**config.mk**
```make
export PLATFORM = sky130hd
export DESIGN_NAME = password_character_statistics
export DESIGN_NICKNAME = d
export VERILOG_FILES = /design/src/rtl/core/pcs_pkg.sv /design/src/rtl/core/password_character_statistics.sv /design/src/rtl/core/pcs_classify.sv /design/src/rtl/core/pcs_cnt_mem.sv
export SDC_FILE = /design/constraint.sdc
export NUM_CORES = 2
export LEC_CHECK = 0
export BUFFER_PORTS_ARGS = -buffer_cell sky130_fd_sc_hd__buf_2
export CORE_MARGIN = 1.5
export CORE_UTILIZATION = 40
export DETAILED_ROUTE_END_ITERATION = 12
export SLEW_MARGIN = 10
export SYNTH_ARGS = -nofsm -noshare
export SYNTH_HDL_FRONTEND = slang
export SYNTH_SLANG_ARGS = --single-unit
```
**constraint.sdc**
```tcl
create_clock -name clk_i -period 8.3 [get_ports clk_i]
set_input_delay 1.66 -clock clk_i [delete_from_list [all_inputs] [get_ports clk_i]]
set_output_delay 1.66 -clock clk_i [all_outputs]
set_load 0.05 [all_outputs]
```
**src/rtl/core/pcs_pkg.sv**
```systemverilog
// shared types, constants and helpers for the password character statistics block
// no dependencies; imported by every module under rtl/core

package pcs_pkg;

  // counter width and length histogram size
  localparam int unsigned CountBits  = 32;
  localparam int unsigned TopLenBin  = 30;
  localparam int unsigned LenW       = $clog2(TopLenBin + 1);

  // field widths
  localparam int unsigned ActionW    = 2;
  localparam int unsigned CharW      = 8;
  localparam int unsigned BankW      = 2;
  localparam int unsigned IdxW       = 7;
  localparam int unsigned ClassW     = 3;
  localparam int unsigned SlotW      = 7;

  // character table and class layout
  localparam int unsigned TableSize  = 89;
  localparam int unsigned ClassCount = 5;
  localparam int unsigned SymCount   = 27;
  localparam int unsigned SymBase    = 62;
  localparam int unsigned UpperBase  = 26;
  localparam int unsigned DigitBase  = 52;
  localparam int unsigned ZeroSlot   = 61;

  // character table memory
  localparam int unsigned ADepth     = TableSize;
  localparam int unsigned AAddrW     = $clog2(ADepth);

  // shared memory: length bins first, then the class counters
  localparam int unsigned ClassBase  = TopLenBin + 1;
  localparam int unsigned BDepth     = ClassBase + ClassCount;
  localparam int unsigned BAddrW     = $clog2(BDepth);

  // ascii anchors
  localparam logic [CharW-1:0] ChLowA  = 8'h61;
  localparam logic [CharW-1:0] ChLowZ  = 8'h7a;
  localparam logic [CharW-1:0] ChUpA   = 8'h41;
  localparam logic [CharW-1:0] ChUpZ   = 8'h5a;
  localparam logic [CharW-1:0] ChZero  = 8'h30;
  localparam logic [CharW-1:0] ChOne   = 8'h31;
  localparam logic [CharW-1:0] ChNine  = 8'h39;

  // symbols in table order, slot SymBase + position
  localparam logic [CharW-1:0] SymTab [SymCount] = '{
    8'h21, 8'h40, 8'h23, 8'h24, 8'h25, 8'h5e, 8'h26, 8'h2a, 8'h28, 8'h29, 8'h2d,
    8'h7b, 8'h7d, 8'h5b, 8'h5d, 8'h3a, 8'h3b, 8'h22, 8'h27, 8'h3c, 8'h3e, 8'h2e,
    8'h2f, 8'h3f, 8'h7e, 8'h60, 8'h20
  };

  typedef enum logic [ActionW-1:0] {
    ActFeed = 2'd0,
    ActEnd  = 2'd1,
    ActRead = 2'd2,
    ActNone = 2'd3
  } action_e;

  typedef enum logic [BankW-1:0] {
    BankLen   = 2'd0,
    BankClass = 2'd1,
    BankChar  = 2'd2,
    BankNone  = 2'd3
  } bank_e;

  typedef enum logic [ClassW-1:0] {
    ClsLower = 3'd0,
    ClsUpper = 3'd1,
    ClsDigit = 3'd2,
    ClsSym   = 3'd3,
    ClsOther = 3'd4
  } class_e;

  typedef struct packed {
    class_e           cls;
    logic             hit;
    logic [SlotW-1:0] slot;
  } cls_info_t;

  // saturating increment
  function automatic logic [CountBits-1:0] sat_inc(input logic [CountBits-1:0] v);
    sat_inc = (&v) ? v : v + 1'b1;
  endfunction

endpackage

```
**src/rtl/core/password_character_statistics.sv**
```systemverilog
// top level of the password character statistics block
// depends on pcs_pkg, pcs_classify and pcs_cnt_mem

// Counts password text one byte per word. A feed word classifies the byte
// (lower, upper, digit, symbol, other), bumps that class counter and, for the
// 89 tabulated characters, a per-character counter; an end word bumps the
// length bin for the password just ended (lengths saturate at the top bin);
// a read word returns one counter of the chosen bank, out-of-range reads give
// zero. All counters saturate at all ones. Throughput is one word per cycle
// while the output is not stalled: every word takes a read-modify-write
// through two counter memories (character counters, and length bins shared
// with class counters), each with one read and one write port; a same-entry
// write on the read edge is forwarded. A word passes the read-modify-write
// stage, then the output register. After reset every counter reads zero at
// once (per-entry valid bits), so there is no clearing pass. A waiting
// result stalls the input only while the read-modify-write stage is full.

module password_character_statistics import pcs_pkg::*; (
  input  logic                 clk_i,
  input  logic                 rst_ni,
  input  logic                 in_valid_i,
  output logic                 in_ready_o,
  input  logic [ActionW-1:0]   action_i,
  input  logic [CharW-1:0]     char_code_i,
  input  logic [BankW-1:0]     bank_i,
  input  logic [IdxW-1:0]      entry_index_i,
  output logic                 out_valid_o,
  input  logic                 out_ready_i,
  output logic [ClassW-1:0]    char_class_o,
  output logic                 table_hit_o,
  output logic [SlotW-1:0]     table_slot_o,
  output logic [LenW-1:0]      length_bin_o,
  output logic [CountBits-1:0] count_value_o
);

  // which memory feeds count_value
  typedef enum logic [1:0] {
    SelNone = 2'd0,
    SelA    = 2'd1,
    SelB    = 2'd2
  } sel_e;

  // handshake
  logic in_fire;
  logic s1_adv;

  // classifier
  cls_info_t info;

  // issue-side decode
  action_e           act;
  bank_e             bank;
  logic              a_rd_en, b_rd_en;
  logic [AAddrW-1:0] a_rd_addr;
  logic [BAddrW-1:0] b_rd_addr;
  logic              a_wr_need, b_wr_need;
  sel_e              sel_d;
  class_e            cls_d;
  logic              hit_d;
  logic [SlotW-1:0]  slot_d;
  logic [LenW-1:0]   bin_d;
  logic [LenW-1:0]   len_d, len_q;

  // read-modify-write stage
  logic              s1_vld_q;
  logic              s1_a_wr_q, s1_b_wr_q;
  logic [AAddrW-1:0] s1_a_addr_q;
  logic [BAddrW-1:0] s1_b_addr_q;
  sel_e              s1_sel_q;
  class_e            s1_cls_q;
  logic              s1_hit_q;
  logic [SlotW-1:0]  s1_slot_q;
  logic [LenW-1:0]   s1_bin_q;

  logic [CountBits-1:0] a_rd_data, b_rd_data;
  logic [CountBits-1:0] a_wr_data, b_wr_data;
  logic                 a_wr_en, b_wr_en;
  logic [CountBits-1:0] value;

  // output register
  logic                 out_vld_q;
  class_e               out_cls_q;
  logic                 out_hit_q;
  logic [SlotW-1:0]     out_slot_q;
  logic [LenW-1:0]      out_bin_q;
  logic [CountBits-1:0] out_val_q;

  assign s1_adv     = s1_vld_q && (!out_vld_q || out_ready_i);
  assign in_ready_o = !s1_vld_q || s1_adv;
  assign in_fire    = in_valid_i && in_ready_o;

  pcs_classify u_classify (
    .char_i (char_code_i),
    .info_o (info)
  );

  // decode the incoming word and pick the counters it touches
  always_comb begin
    act       = action_e'(action_i);
    bank      = bank_e'(bank_i);
    a_rd_en   = 1'b0;
    b_rd_en   = 1'b0;
    a_rd_addr = '0;
    b_rd_addr = '0;
    a_wr_need = 1'b0;
    b_wr_need = 1'b0;
    sel_d     = SelNone;
    cls_d     = ClsLower;
    hit_d     = 1'b0;
    slot_d    = '0;
    bin_d     = '0;
    len_d     = len_q;
    case (act)
      ActFeed: begin
        cls_d     = info.cls;
        hit_d     = info.hit;
        slot_d    = info.slot;
        b_rd_en   = 1'b1;
        b_wr_need = 1'b1;
        b_rd_addr = BAddrW'(ClassBase) + BAddrW'(info.cls);
        a_rd_en   = info.hit;
        a_wr_need = info.hit;
        a_rd_addr = AAddrW'(info.slot);
        if (len_q < LenW'(TopLenBin)) begin
          len_d = len_q + 1'b1;
        end
      end
      ActEnd: begin
        bin_d     = len_q;
        b_rd_en   = 1'b1;
        b_wr_need = 1'b1;
        b_rd_addr = BAddrW'(len_q);
        len_d     = '0;
      end
      ActRead: begin
        case (bank)
          BankLen: begin
            if (entry_index_i <= IdxW'(TopLenBin)) begin
              b_rd_en   = 1'b1;
              b_rd_addr = BAddrW'(entry_index_i);
              sel_d     = SelB;
            end
          end
          BankClass: begin
            if (entry_index_i < IdxW'(ClassCount)) begin
              b_rd_en   = 1'b1;
              b_rd_addr = BAddrW'(ClassBase) + BAddrW'(entry_index_i);
              sel_d     = SelB;
            end
          end
          BankChar: begin
            if (entry_index_i < IdxW'(TableSize)) begin
              a_rd_en   = 1'b1;
              a_rd_addr = AAddrW'(entry_index_i);
              sel_d     = SelA;
            end
          end
          default: begin
            sel_d = SelNone;
          end
        endcase
      end
      default: begin
        sel_d = SelNone;
      end
    endcase
  end

  // counter memories, read on accept, written back when the word moves on
  pcs_cnt_mem #(.Depth(ADepth)) u_char_mem (
    .clk_i     (clk_i),
    .rst_ni    (rst_ni),
    .rd_en_i   (in_fire && a_rd_en),
    .rd_addr_i (a_rd_addr),
    .wr_en_i   (a_wr_en),
    .wr_addr_i (s1_a_addr_q),
    .wr_data_i (a_wr_data),
    .rd_data_o (a_rd_data)
  );

  pcs_cnt_mem #(.Depth(BDepth)) u_bin_mem (
    .clk_i     (clk_i),
    .rst_ni    (rst_ni),
    .rd_en_i   (in_fire && b_rd_en),
    .rd_addr_i (b_rd_addr),
    .wr_en_i   (b_wr_en),
    .wr_addr_i (s1_b_addr_q),
    .wr_data_i (b_wr_data),
    .rd_data_o (b_rd_data)
  );

  // modify and write back
  assign a_wr_en   = s1_adv && s1_a_wr_q;
  assign b_wr_en   = s1_adv && s1_b_wr_q;
  assign a_wr_data = sat_inc(a_rd_data);
  assign b_wr_data = sat_inc(b_rd_data);

  always_comb begin
    case (s1_sel_q)
      SelA:    value = a_rd_data;
      SelB:    value = b_rd_data;
      default: value = '0;
    endcase
  end

  // control state
  always_ff @(posedge clk_i or negedge rst_ni) begin
    if (!rst_ni) begin
      len_q     <= '0;
      s1_vld_q  <= 1'b0;
      s1_a_wr_q <= 1'b0;
      s1_b_wr_q <= 1'b0;
      s1_sel_q  <= SelNone;
      out_vld_q <= 1'b0;
    end else begin
      if (in_fire) begin
        len_q     <= len_d;
        s1_vld_q  <= 1'b1;
        s1_a_wr_q <= a_wr_need;
        s1_b_wr_q <= b_wr_need;
        s1_sel_q  <= sel_d;
      end else if (s1_adv) begin
        s1_vld_q  <= 1'b0;
        s1_a_wr_q <= 1'b0;
        s1_b_wr_q <= 1'b0;
      end
      if (s1_adv) begin
        out_vld_q <= 1'b1;
      end else if (out_ready_i) begin
        out_vld_q <= 1'b0;
      end
    end
  end

  // payload registers
  always_ff @(posedge clk_i) begin
    if (in_fire) begin
      s1_a_addr_q <= a_rd_addr;
      s1_b_addr_q <= b_rd_addr;
      s1_cls_q    <= cls_d;
      s1_hit_q    <= hit_d;
      s1_slot_q   <= slot_d;
      s1_bin_q    <= bin_d;
    end
    if (s1_adv) begin
      out_cls_q  <= s1_cls_q;
      out_hit_q  <= s1_hit_q;
      out_slot_q <= s1_slot_q;
      out_bin_q  <= s1_bin_q;
      out_val_q  <= value;
    end
  end

  assign out_valid_o   = out_vld_q;
  assign char_class_o  = out_cls_q;
  assign table_hit_o   = out_hit_q;
  assign table_slot_o  = out_slot_q;
  assign length_bin_o  = out_bin_q;
  assign count_value_o = out_val_q;

endmodule

```
**src/rtl/core/pcs_classify.sv**
```systemverilog
// byte classifier: class code and character table slot for one byte
// depends on pcs_pkg

module pcs_classify import pcs_pkg::*; (
  input  logic [CharW-1:0] char_i,
  output cls_info_t        info_o
);

  always_comb begin
    info_o.cls  = ClsOther;
    info_o.hit  = 1'b0;
    info_o.slot = '0;
    if (char_i >= ChLowA && char_i <= ChLowZ) begin
      info_o.cls  = ClsLower;
      info_o.hit  = 1'b1;
      info_o.slot = SlotW'(char_i - ChLowA);
    end else if (char_i >= ChUpA && char_i <= ChUpZ) begin
      info_o.cls  = ClsUpper;
      info_o.hit  = 1'b1;
      info_o.slot = SlotW'(UpperBase) + SlotW'(char_i - ChUpA);
    end else if (char_i >= ChZero && char_i <= ChNine) begin
      info_o.cls  = ClsDigit;
      info_o.hit  = 1'b1;
      // zero sits after nine in the table
      if (char_i == ChZero) begin
        info_o.slot = SlotW'(ZeroSlot);
      end else begin
        info_o.slot = SlotW'(DigitBase) + SlotW'(char_i - ChOne);
      end
    end else begin
      for (int k = 0; k < SymCount; k++) begin
        if (char_i == SymTab[k]) begin
          info_o.cls  = ClsSym;
          info_o.hit  = 1'b1;
          info_o.slot = SlotW'(SymBase + k);
        end
      end
    end
  end

endmodule

```
**src/rtl/core/pcs_cnt_mem.sv**
```systemverilog
// counter memory: one read and one write port, registered read, valid bits
// for zero after reset, and same-edge write forwarding; depends on pcs_pkg

module pcs_cnt_mem import pcs_pkg::*; #(
  parameter int unsigned Depth = 89,
  localparam int unsigned AddrW = $clog2(Depth)
) (
  input  logic                 clk_i,
  input  logic                 rst_ni,
  input  logic                 rd_en_i,
  input  logic [AddrW-1:0]     rd_addr_i,
  input  logic                 wr_en_i,
  input  logic [AddrW-1:0]     wr_addr_i,
  input  logic [CountBits-1:0] wr_data_i,
  output logic [CountBits-1:0] rd_data_o
);

  logic [CountBits-1:0] mem_q [Depth];
  logic [CountBits-1:0] raw_q;
  logic [CountBits-1:0] fwd_data_q;
  logic [Depth-1:0]     vld_q;
  logic                 vld_rd_q;
  logic                 fwd_q;

  always_ff @(posedge clk_i) begin
    if (wr_en_i) begin
      mem_q[wr_addr_i] <= wr_data_i;
    end
    if (rd_en_i) begin
      raw_q      <= mem_q[rd_addr_i];
      fwd_data_q <= wr_data_i;
    end
  end

  always_ff @(posedge clk_i or negedge rst_ni) begin
    if (!rst_ni) begin
      vld_q    <= '0;
      vld_rd_q <= 1'b0;
      fwd_q    <= 1'b0;
    end else begin
      if (wr_en_i) begin
        vld_q[wr_addr_i] <= 1'b1;
      end
      if (rd_en_i) begin
        vld_rd_q <= vld_q[rd_addr_i];
        // write landing on the same edge as the read
        fwd_q    <= wr_en_i && (wr_addr_i == rd_addr_i);
      end
    end
  end

  assign rd_data_o = fwd_q    ? fwd_data_q :
                     vld_rd_q ? raw_q      : '0;

endmodule

```
# Word-level counts from Yosys, hierarchy flattened
# Memory sizes are Yosys's and may differ from the RTL's. A register that Yosys moved wholly into a read port is not among the register bits.
# Index checks and enable logic that the tools add are counted.
# totals
regBits,281
ramBits,4000
input_bits,23
output_inout_bits,50
word_cells,197
mem_count,2
# mem_list
name,words,width,rd,rd_ports_with_merged_regs,write_ports,line_no,source
u_char_mem.mem_q,89,32,1,1,1,pcs_cnt_mem.sv:18,logic [CountBits-1:0] mem_q [Depth];
u_bin_mem.mem_q,36,32,1,1,1,pcs_cnt_mem.sv:18,
# classes
n_addsub,10
n_lt_le_gt_ge,16
eq_ne,37
n_mux,79
bitwise_logic,2
reduce_logical,26
# ops
operator,count
2-to-1 mux 11 bit,30
2-to-1 mux 32 bit,6
"equality test 8 x 6 -> 1 bit, second input constant",20
OR 89 bit,1
"adder 32 x 1 -> 32 bit, second input constant",2
"equality test 8 x 7 -> 1 bit, second input constant",8
case mux 32 bit (2 select lines),1
AND reduction 32 bit,2
OR 36 bit,1
2-to-1 mux 1 bit,21
2-to-1 mux 7 bit,3
case mux 6 bit (3 select lines),1
">= comparator 8 x 7 -> 1 bit, second input constant",2
"<= comparator 8 x 7 -> 1 bit, second input constant",2
"< comparator 7 x 8 -> 1 bit, second input constant",2
"< comparator 6 x 7 -> 1 bit, second input constant",2
case mux 7 bit (2 select lines),1
"subtractor 7 bit, second input constant",2
logical AND 1 bit,13
2-to-1 mux 6 bit,2
case mux 6 bit (2 select lines),1
case mux 5 bit (2 select lines),1
">= comparator 8 x 6 -> 1 bit, second input constant",1
"<= comparator 8 x 6 -> 1 bit, second input constant",1
other kinds (31),44

# Logic depth before layout (Yosys ltp)
# depth
ltp_word,35
depth_mapped,24
ltp_nobuf,21

# By module
# A second synthesis with hierarchy kept.
# hier_totals
hier_cells,8309
hier_area_um2,170534.8
# modules_own_cells
module,n_inst,cells_per_inst,area_per_inst_um2,seq_area_each_um2
pcs_cnt_mem (u_char_mem),1,5054,115208.0,89721.0
pcs_cnt_mem (u_bin_mem),1,2538,48838.1,37465.9
password_character_statistics,1,524,5216.3,2587.5
pcs_classify,1,193,1272.5,0.0

# Least setup slack after synthesis
# No wires, ideal clock.
# synth_timing
path_type,input port to flip-flop
start,input port entry_index_i[3]
end,register u_bin_mem.vld_rd_q
setup_time_ns,0.130
arrival_time_ns,6.354
slack_ns,1.816
path_stages,8
path_buffers,1
path_cell_list,clkbuf_1 -> nand4_1 -> nor2_1 -> nor2_1 -> o211ai_1 -> a21oi_1 -> o41ai_1 -> o32a_1
# synth_lines
element,line_no,source
start: declaration,password_character_statistics.sv:26,"input logic [IdxW-1:0] entry_index_i,"
< comparator 7 x 3 -> 1 bit / <= comparator 7 x 5 -> 1 bit (equally long branches),"password_character_statistics.sv:145, password_character_statistics.sv:138",
"2-to-1 mux 1 bit, on equally long branches","password_character_statistics.sv:145, password_character_statistics.sv:138",
case mux 1 bit (2 select lines) (*),password_character_statistics.sv:136,case (bank)
case mux 1 bit (2 select lines) (*),password_character_statistics.sv:113,case (act)
logical AND 1 bit (*),password_character_statistics.sv:184,".rd_en_i (in_fire && b_rd_en),"
via u_bin_mem.rd_en_i,pcs_cnt_mem.sv:10,"input logic rd_en_i,"
end signal: assignment,pcs_cnt_mem.sv:45,vld_rd_q <= vld_q[rd_addr_i];
end: declaration,pcs_cnt_mem.sv:22,logic vld_rd_q;
# The timed path passes the listed nets; every way through them passes the cells marked *. The select of a mux whose other input is x is not followed.
# A chain may end at the register's enable or synchronous reset.

# Worst setup path in the final report
# layout_timing
start,input port char_code_i[0]
end,"register u_char_mem.raw_q[9], read port of u_char_mem.mem_q, data pin"
# layout_between
elab_chain_cells,33
# layout_rtl
element,line_no,source
start: declaration,password_character_statistics.sv:24,"input logic [CharW-1:0] char_code_i,"
equality test 8 x 6 -> 1 bit,pcs_classify.sv:32,if (char_i == SymTab[k]) begin
2-to-1 mux 11 bit (27 in a row),pcs_classify.sv:32,
2-to-1 mux 11 bit,pcs_classify.sv:21,end else if (char_i >= ChZero && char_i <= ChNine) begin
2-to-1 mux 11 bit,pcs_classify.sv:17,end else if (char_i >= ChUpA && char_i <= ChUpZ) begin
2-to-1 mux 11 bit (*),pcs_classify.sv:13,if (char_i >= ChLowA && char_i <= ChLowZ) begin
case mux 1 bit (2 select lines),password_character_statistics.sv:113,
logical AND 1 bit,password_character_statistics.sv:173,".rd_en_i (in_fire && a_rd_en),"
end: declaration,pcs_cnt_mem.sv:19,logic [CountBits-1:0] raw_q;
# Mark *: on every way between the ends. The rest lies on a longest branch, timed or not.

==> flow_summary.yaml <==
clock_tree:
  cts_setup_buffers: 0
  h-tree-depth: 5
  clockRootBuffer: "clkbuf_16"
  clkLatencyLatePin_ns: 1.04
  clk_pin_slew_ns: 0.06
  clock_sinks: 4345
  cts_tree: "built"
  clockBufferDepth: 4
  cts_buffers: 431
  hold_buffers: 0
  cts_resized: 0
placement:
  dpl_cell_area_um2: 184900
  finalWeightedCongestion: 0.9305
  placed_cells: 18290
  hpwl_um: 344300
  port_buffers: 72
sta:
  hold_viol_final: 0
  period_share: 0.8073
  final.setup.tns_ns: 0
  worst_slew_pin_slew_ns: 1.377
  max_freq_mhz: 149.2
  hold_slack_ns: 0.4241
  skew_ns: 0.09200
  rsz0062_at_grt: "no"
  slew_headroom: 0.07242
  slew_violations: 0
  min_period_ns: 6.701
  setup_viol: 0
logic_synthesis:
  syn_nets: 12790
  synth_cell_types: 116
  yosysWarnings: 0
  synth-edff-count: 4205
  avgSynthCellArea_um2: 13.72
  synth-main-ff-cell: "edfxtp_1"
  synthArstFlopShare: 0.03222
  netlist_instances: 12750
  netlist_area_um2: 174900
  synth_seq_cells: 4345
  seq_area_frac_synth: 0.7420
setup_path:
  crit_path_end: "u_char_mem.raw_q[9]"
  r2r-end: "u_char_mem.mem_q[6][27]"
  cp-startpoint: "char_code_i[0]"
  reg2reg_slack_ns: 2.11
  crit_arrival_ns: 7.46
  rr_worst_depth: 11
  crit_type: "in -> reg"
  cp-end-kind: "register"
  critPathLaunchType: "input port"
  required_ns: 9.06
  critPathMaxFanout: 37
  rr_startpoint: "u_char_mem.vld_rd_q"
layout:
  final_area_um2: 199200
  fin_nets: 13020
  nFillCells: 38030
  layout-drive-gt1-share: 0.1273
  syn_to_final_growth_pct: 13.90
  final_cells: 19100
floorplanning:
  die-area_um2: 441200
  core_area_um2: 434800
  die_w_um: 664.3
  num_rows: 242
  initial_utilization: 0.4023
  io_pins: 73
  die_y_um: 664.3
grt:
  grt_pass1_vias: 106300
  grt_overflow: 0
  grt_pass1_wl_um: 835900
  grt_max_degree: 170
  grt_use_total: 0.2647
  antenna_found_initial: 48
detailed_routing:
  initialDrtViolationCount: 18370
  num_vias: 116100
  totalWireLength_um: 603700
  drcViolationCount: 0
  drt-vias-per-instance: 6.081
  ant_nets: 0
  post_drt_wl_per_cell_um: 31.62
  dr.pass1.iters: 8
status:
  status: "finished clean"
hold_path:
  min_path_type: "reg -> reg"
pwr:
  leakage_nw: 68.06
  p_total_mw: 50.36
  worst_ir_drop_vdd_v: 0.0002033
  p_per_area_nw_per_um2: 252.8
job:
  maxCapViolCount: 0
-- area by class of cell --
class,instances,area [µm²],share of cell area
multi-input combinational,7523,42290,0.2123
timing repair buffer,613,5318,0.02669
clock inverter,236,2490,0.01250
tap,5734,7174,0.03601
sequential,4345,129800,0.6514
antenna,17,42.54,0.0002135
clock buffer,554,11780,0.05914
inverter,73,346.6,0.001740
-- cells in the final DEF, fill, tap and decap left out, types with 98 or more instances in the layout --
| cell type | Yosys | final |
|---|---|---|
| nand4_1 | 133 | 133 |
| and3_1 | 242 | 242 |
| or2_2 | 129 | 129 |
| nand2_1 | 3209 | 3200 |
| clkbuf_16 | 0 | 443 |
| a311oi_1 | 138 | 136 |
| dfrtp_1 | 140 | 139 |
| buf_4 | 136 | 470 |
| a21oi_1 | 351 | 345 |
| nor2_1 | 418 | 276 |
| nand3_1 | 891 | 891 |
| mux2i_1 | 407 | 407 |
| o22ai_1 | 98 | 98 |
| o21ai_0 | 136 | 136 |
| a31oi_1 | 278 | 276 |
| nor2_4 | 1 | 134 |
| edfxtp_1 | 4205 | 4205 |
-- power by group --
| part | total, mW | switching, mW | internal [mW] |
|---|---|---|---|
| Clock | 19.9 | 8.60 | 11.3 |
| Sequential | 25.4 | 0.0936 | 25.3 |
| Combinational | 5.06 | 3.93 | 1.13 |
| Total | 50.4 | 12.6 | 37.7 |
-- how the worst min path moves through the flow --
stage                             from         endpoint  slack, ns  cells past startpoint
after CTS                  s1_bin_q[3]  length_bin_o[3]       0.42                      0
after global routing      s1_slot_q[2]  table_slot_o[2]       0.43                      0
after global placement    s1_slot_q[0]  table_slot_o[0]       0.41                      0
final                     s1_slot_q[2]  table_slot_o[2]       0.42                      0
after floorplan            s1_cls_q[0]  char_class_o[0]       0.40                      0
after detailed placement  s1_slot_q[2]  table_slot_o[2]       0.42                      0
-- through the flow --
step | utilization | worst slack (ns)
4_1_cts | 0.4580 | 1.900
2_1_floorplan | - | 1.816
3_3_place_gp | 0.4252 | 0.8252
3_5_place_dp | 0.4252 | 0.8599
5_1_grt | 0.4581 | 1.611
6_report | 0.4582 | 1.599
-- registers in the layout, indices dropped and copies added, names as in the netlist, 3 cells and up --
name,count
u_char_mem.mem_q,2848
u_bin_mem.mem_q,1152
u_char_mem.vld_q,89
u_bin_mem.vld_q,36
count_value_o,32
u_bin_mem.fwd_data_q,32
u_bin_mem.raw_q,32
u_char_mem.fwd_data_q,32
u_char_mem.raw_q,32
s1_a_addr_q,7
s1_slot_q,7
table_slot_o,7
s1_b_addr_q,6
len_q,5
length_bin_o,5
s1_bin_q,5
char_class_o,3
s1_cls_q,3
-- cell usage after synthesis (59+ instances only) --
| cell | instances | area [µm²] |
|---|---|---|
| or2_2 | 129 | 807.0 |
| dfrtp_1 | 140 | 3503 |
| a32oi_1 | 63 | 551.8 |
| o221ai_1 | 87 | 762.0 |
| nand3_1 | 891 | 4459 |
| edfxtp_1 | 4205 | 126300 |
| inv_1 | 62 | 232.7 |
| a31oi_1 | 278 | 1739 |
| nand2_1 | 3209 | 12050 |
| o21ai_0 | 136 | 680.7 |
| and3_1 | 242 | 1514 |
| o22ai_1 | 98 | 613.1 |
| buf_2 | 378 | 1892 |
| nand4_1 | 133 | 832.1 |
| a311oi_1 | 138 | 1209 |
| nor3_1 | 62 | 310.3 |
| a21oi_1 | 351 | 1757 |
| clkbuf_1 | 219 | 822.0 |
| a211oi_1 | 89 | 668.1 |
| a22oi_1 | 59 | 442.9 |
| nor2_1 | 418 | 1569 |
| mux2i_1 | 407 | 4074 |
| buf_4 | 136 | 1021 |
| or3_1 | 97 | 606.8 |
-- kinds of logic (layout without fill, tap and decap cells) --
family | Yosys count | count (layout) | share of synthesized area
buffers and inverters | 883 | 1476 | 0.02681
multiplexers | 438 | 438 | 0.02677
other | 0 | 17 | 0
AND/OR/NAND/NOR | 5345 | 5345 | 0.1338
adder cells (fa/ha/maj) | 14 | 14 | 0.001002
AO/OA/AOI/OAI | 1655 | 1655 | 0.06610
XOR/XNOR | 71 | 71 | 0.003555
flip-flops | 4345 | 4345 | 0.7420
-- layer usage --
| layer | wire (µm) | up-vias | part of all wire | track usage |
|---|---|---|---|---|
| met5 | 151 | - | 0.00025 | 0 |
| met4 | 27130 | 22 | 0.045 | 0.1017 |
| met3 | 79010 | 1216 | 0.13 | 0.07023 |
| met2 | 260300 | 7631 | 0.43 | 0.3884 |
| met1 | 237100 | 59070 | 0.39 | 0.3763 |
| li1 | - | 48180 | - | - |
-- worst max-delay path: stages --
cell and delay [ns]:
buf_2 0.17, inv_1 0.12, ha_1 0.46, a2bb2oi_1 0.32, o32ai_1 0.17, o21a_1 0.31
a2111oi_0 0.56, a32o_4 0.57, inv_8 0.23, nor3_4 0.66, buf_12 0.36, a32oi_1 0.16
and3_1 0.21, nor4_1 0.85, a311oi_1 0.25, a22o_1 0.30
No activity file was read; power rests on OpenSTA's default activity.
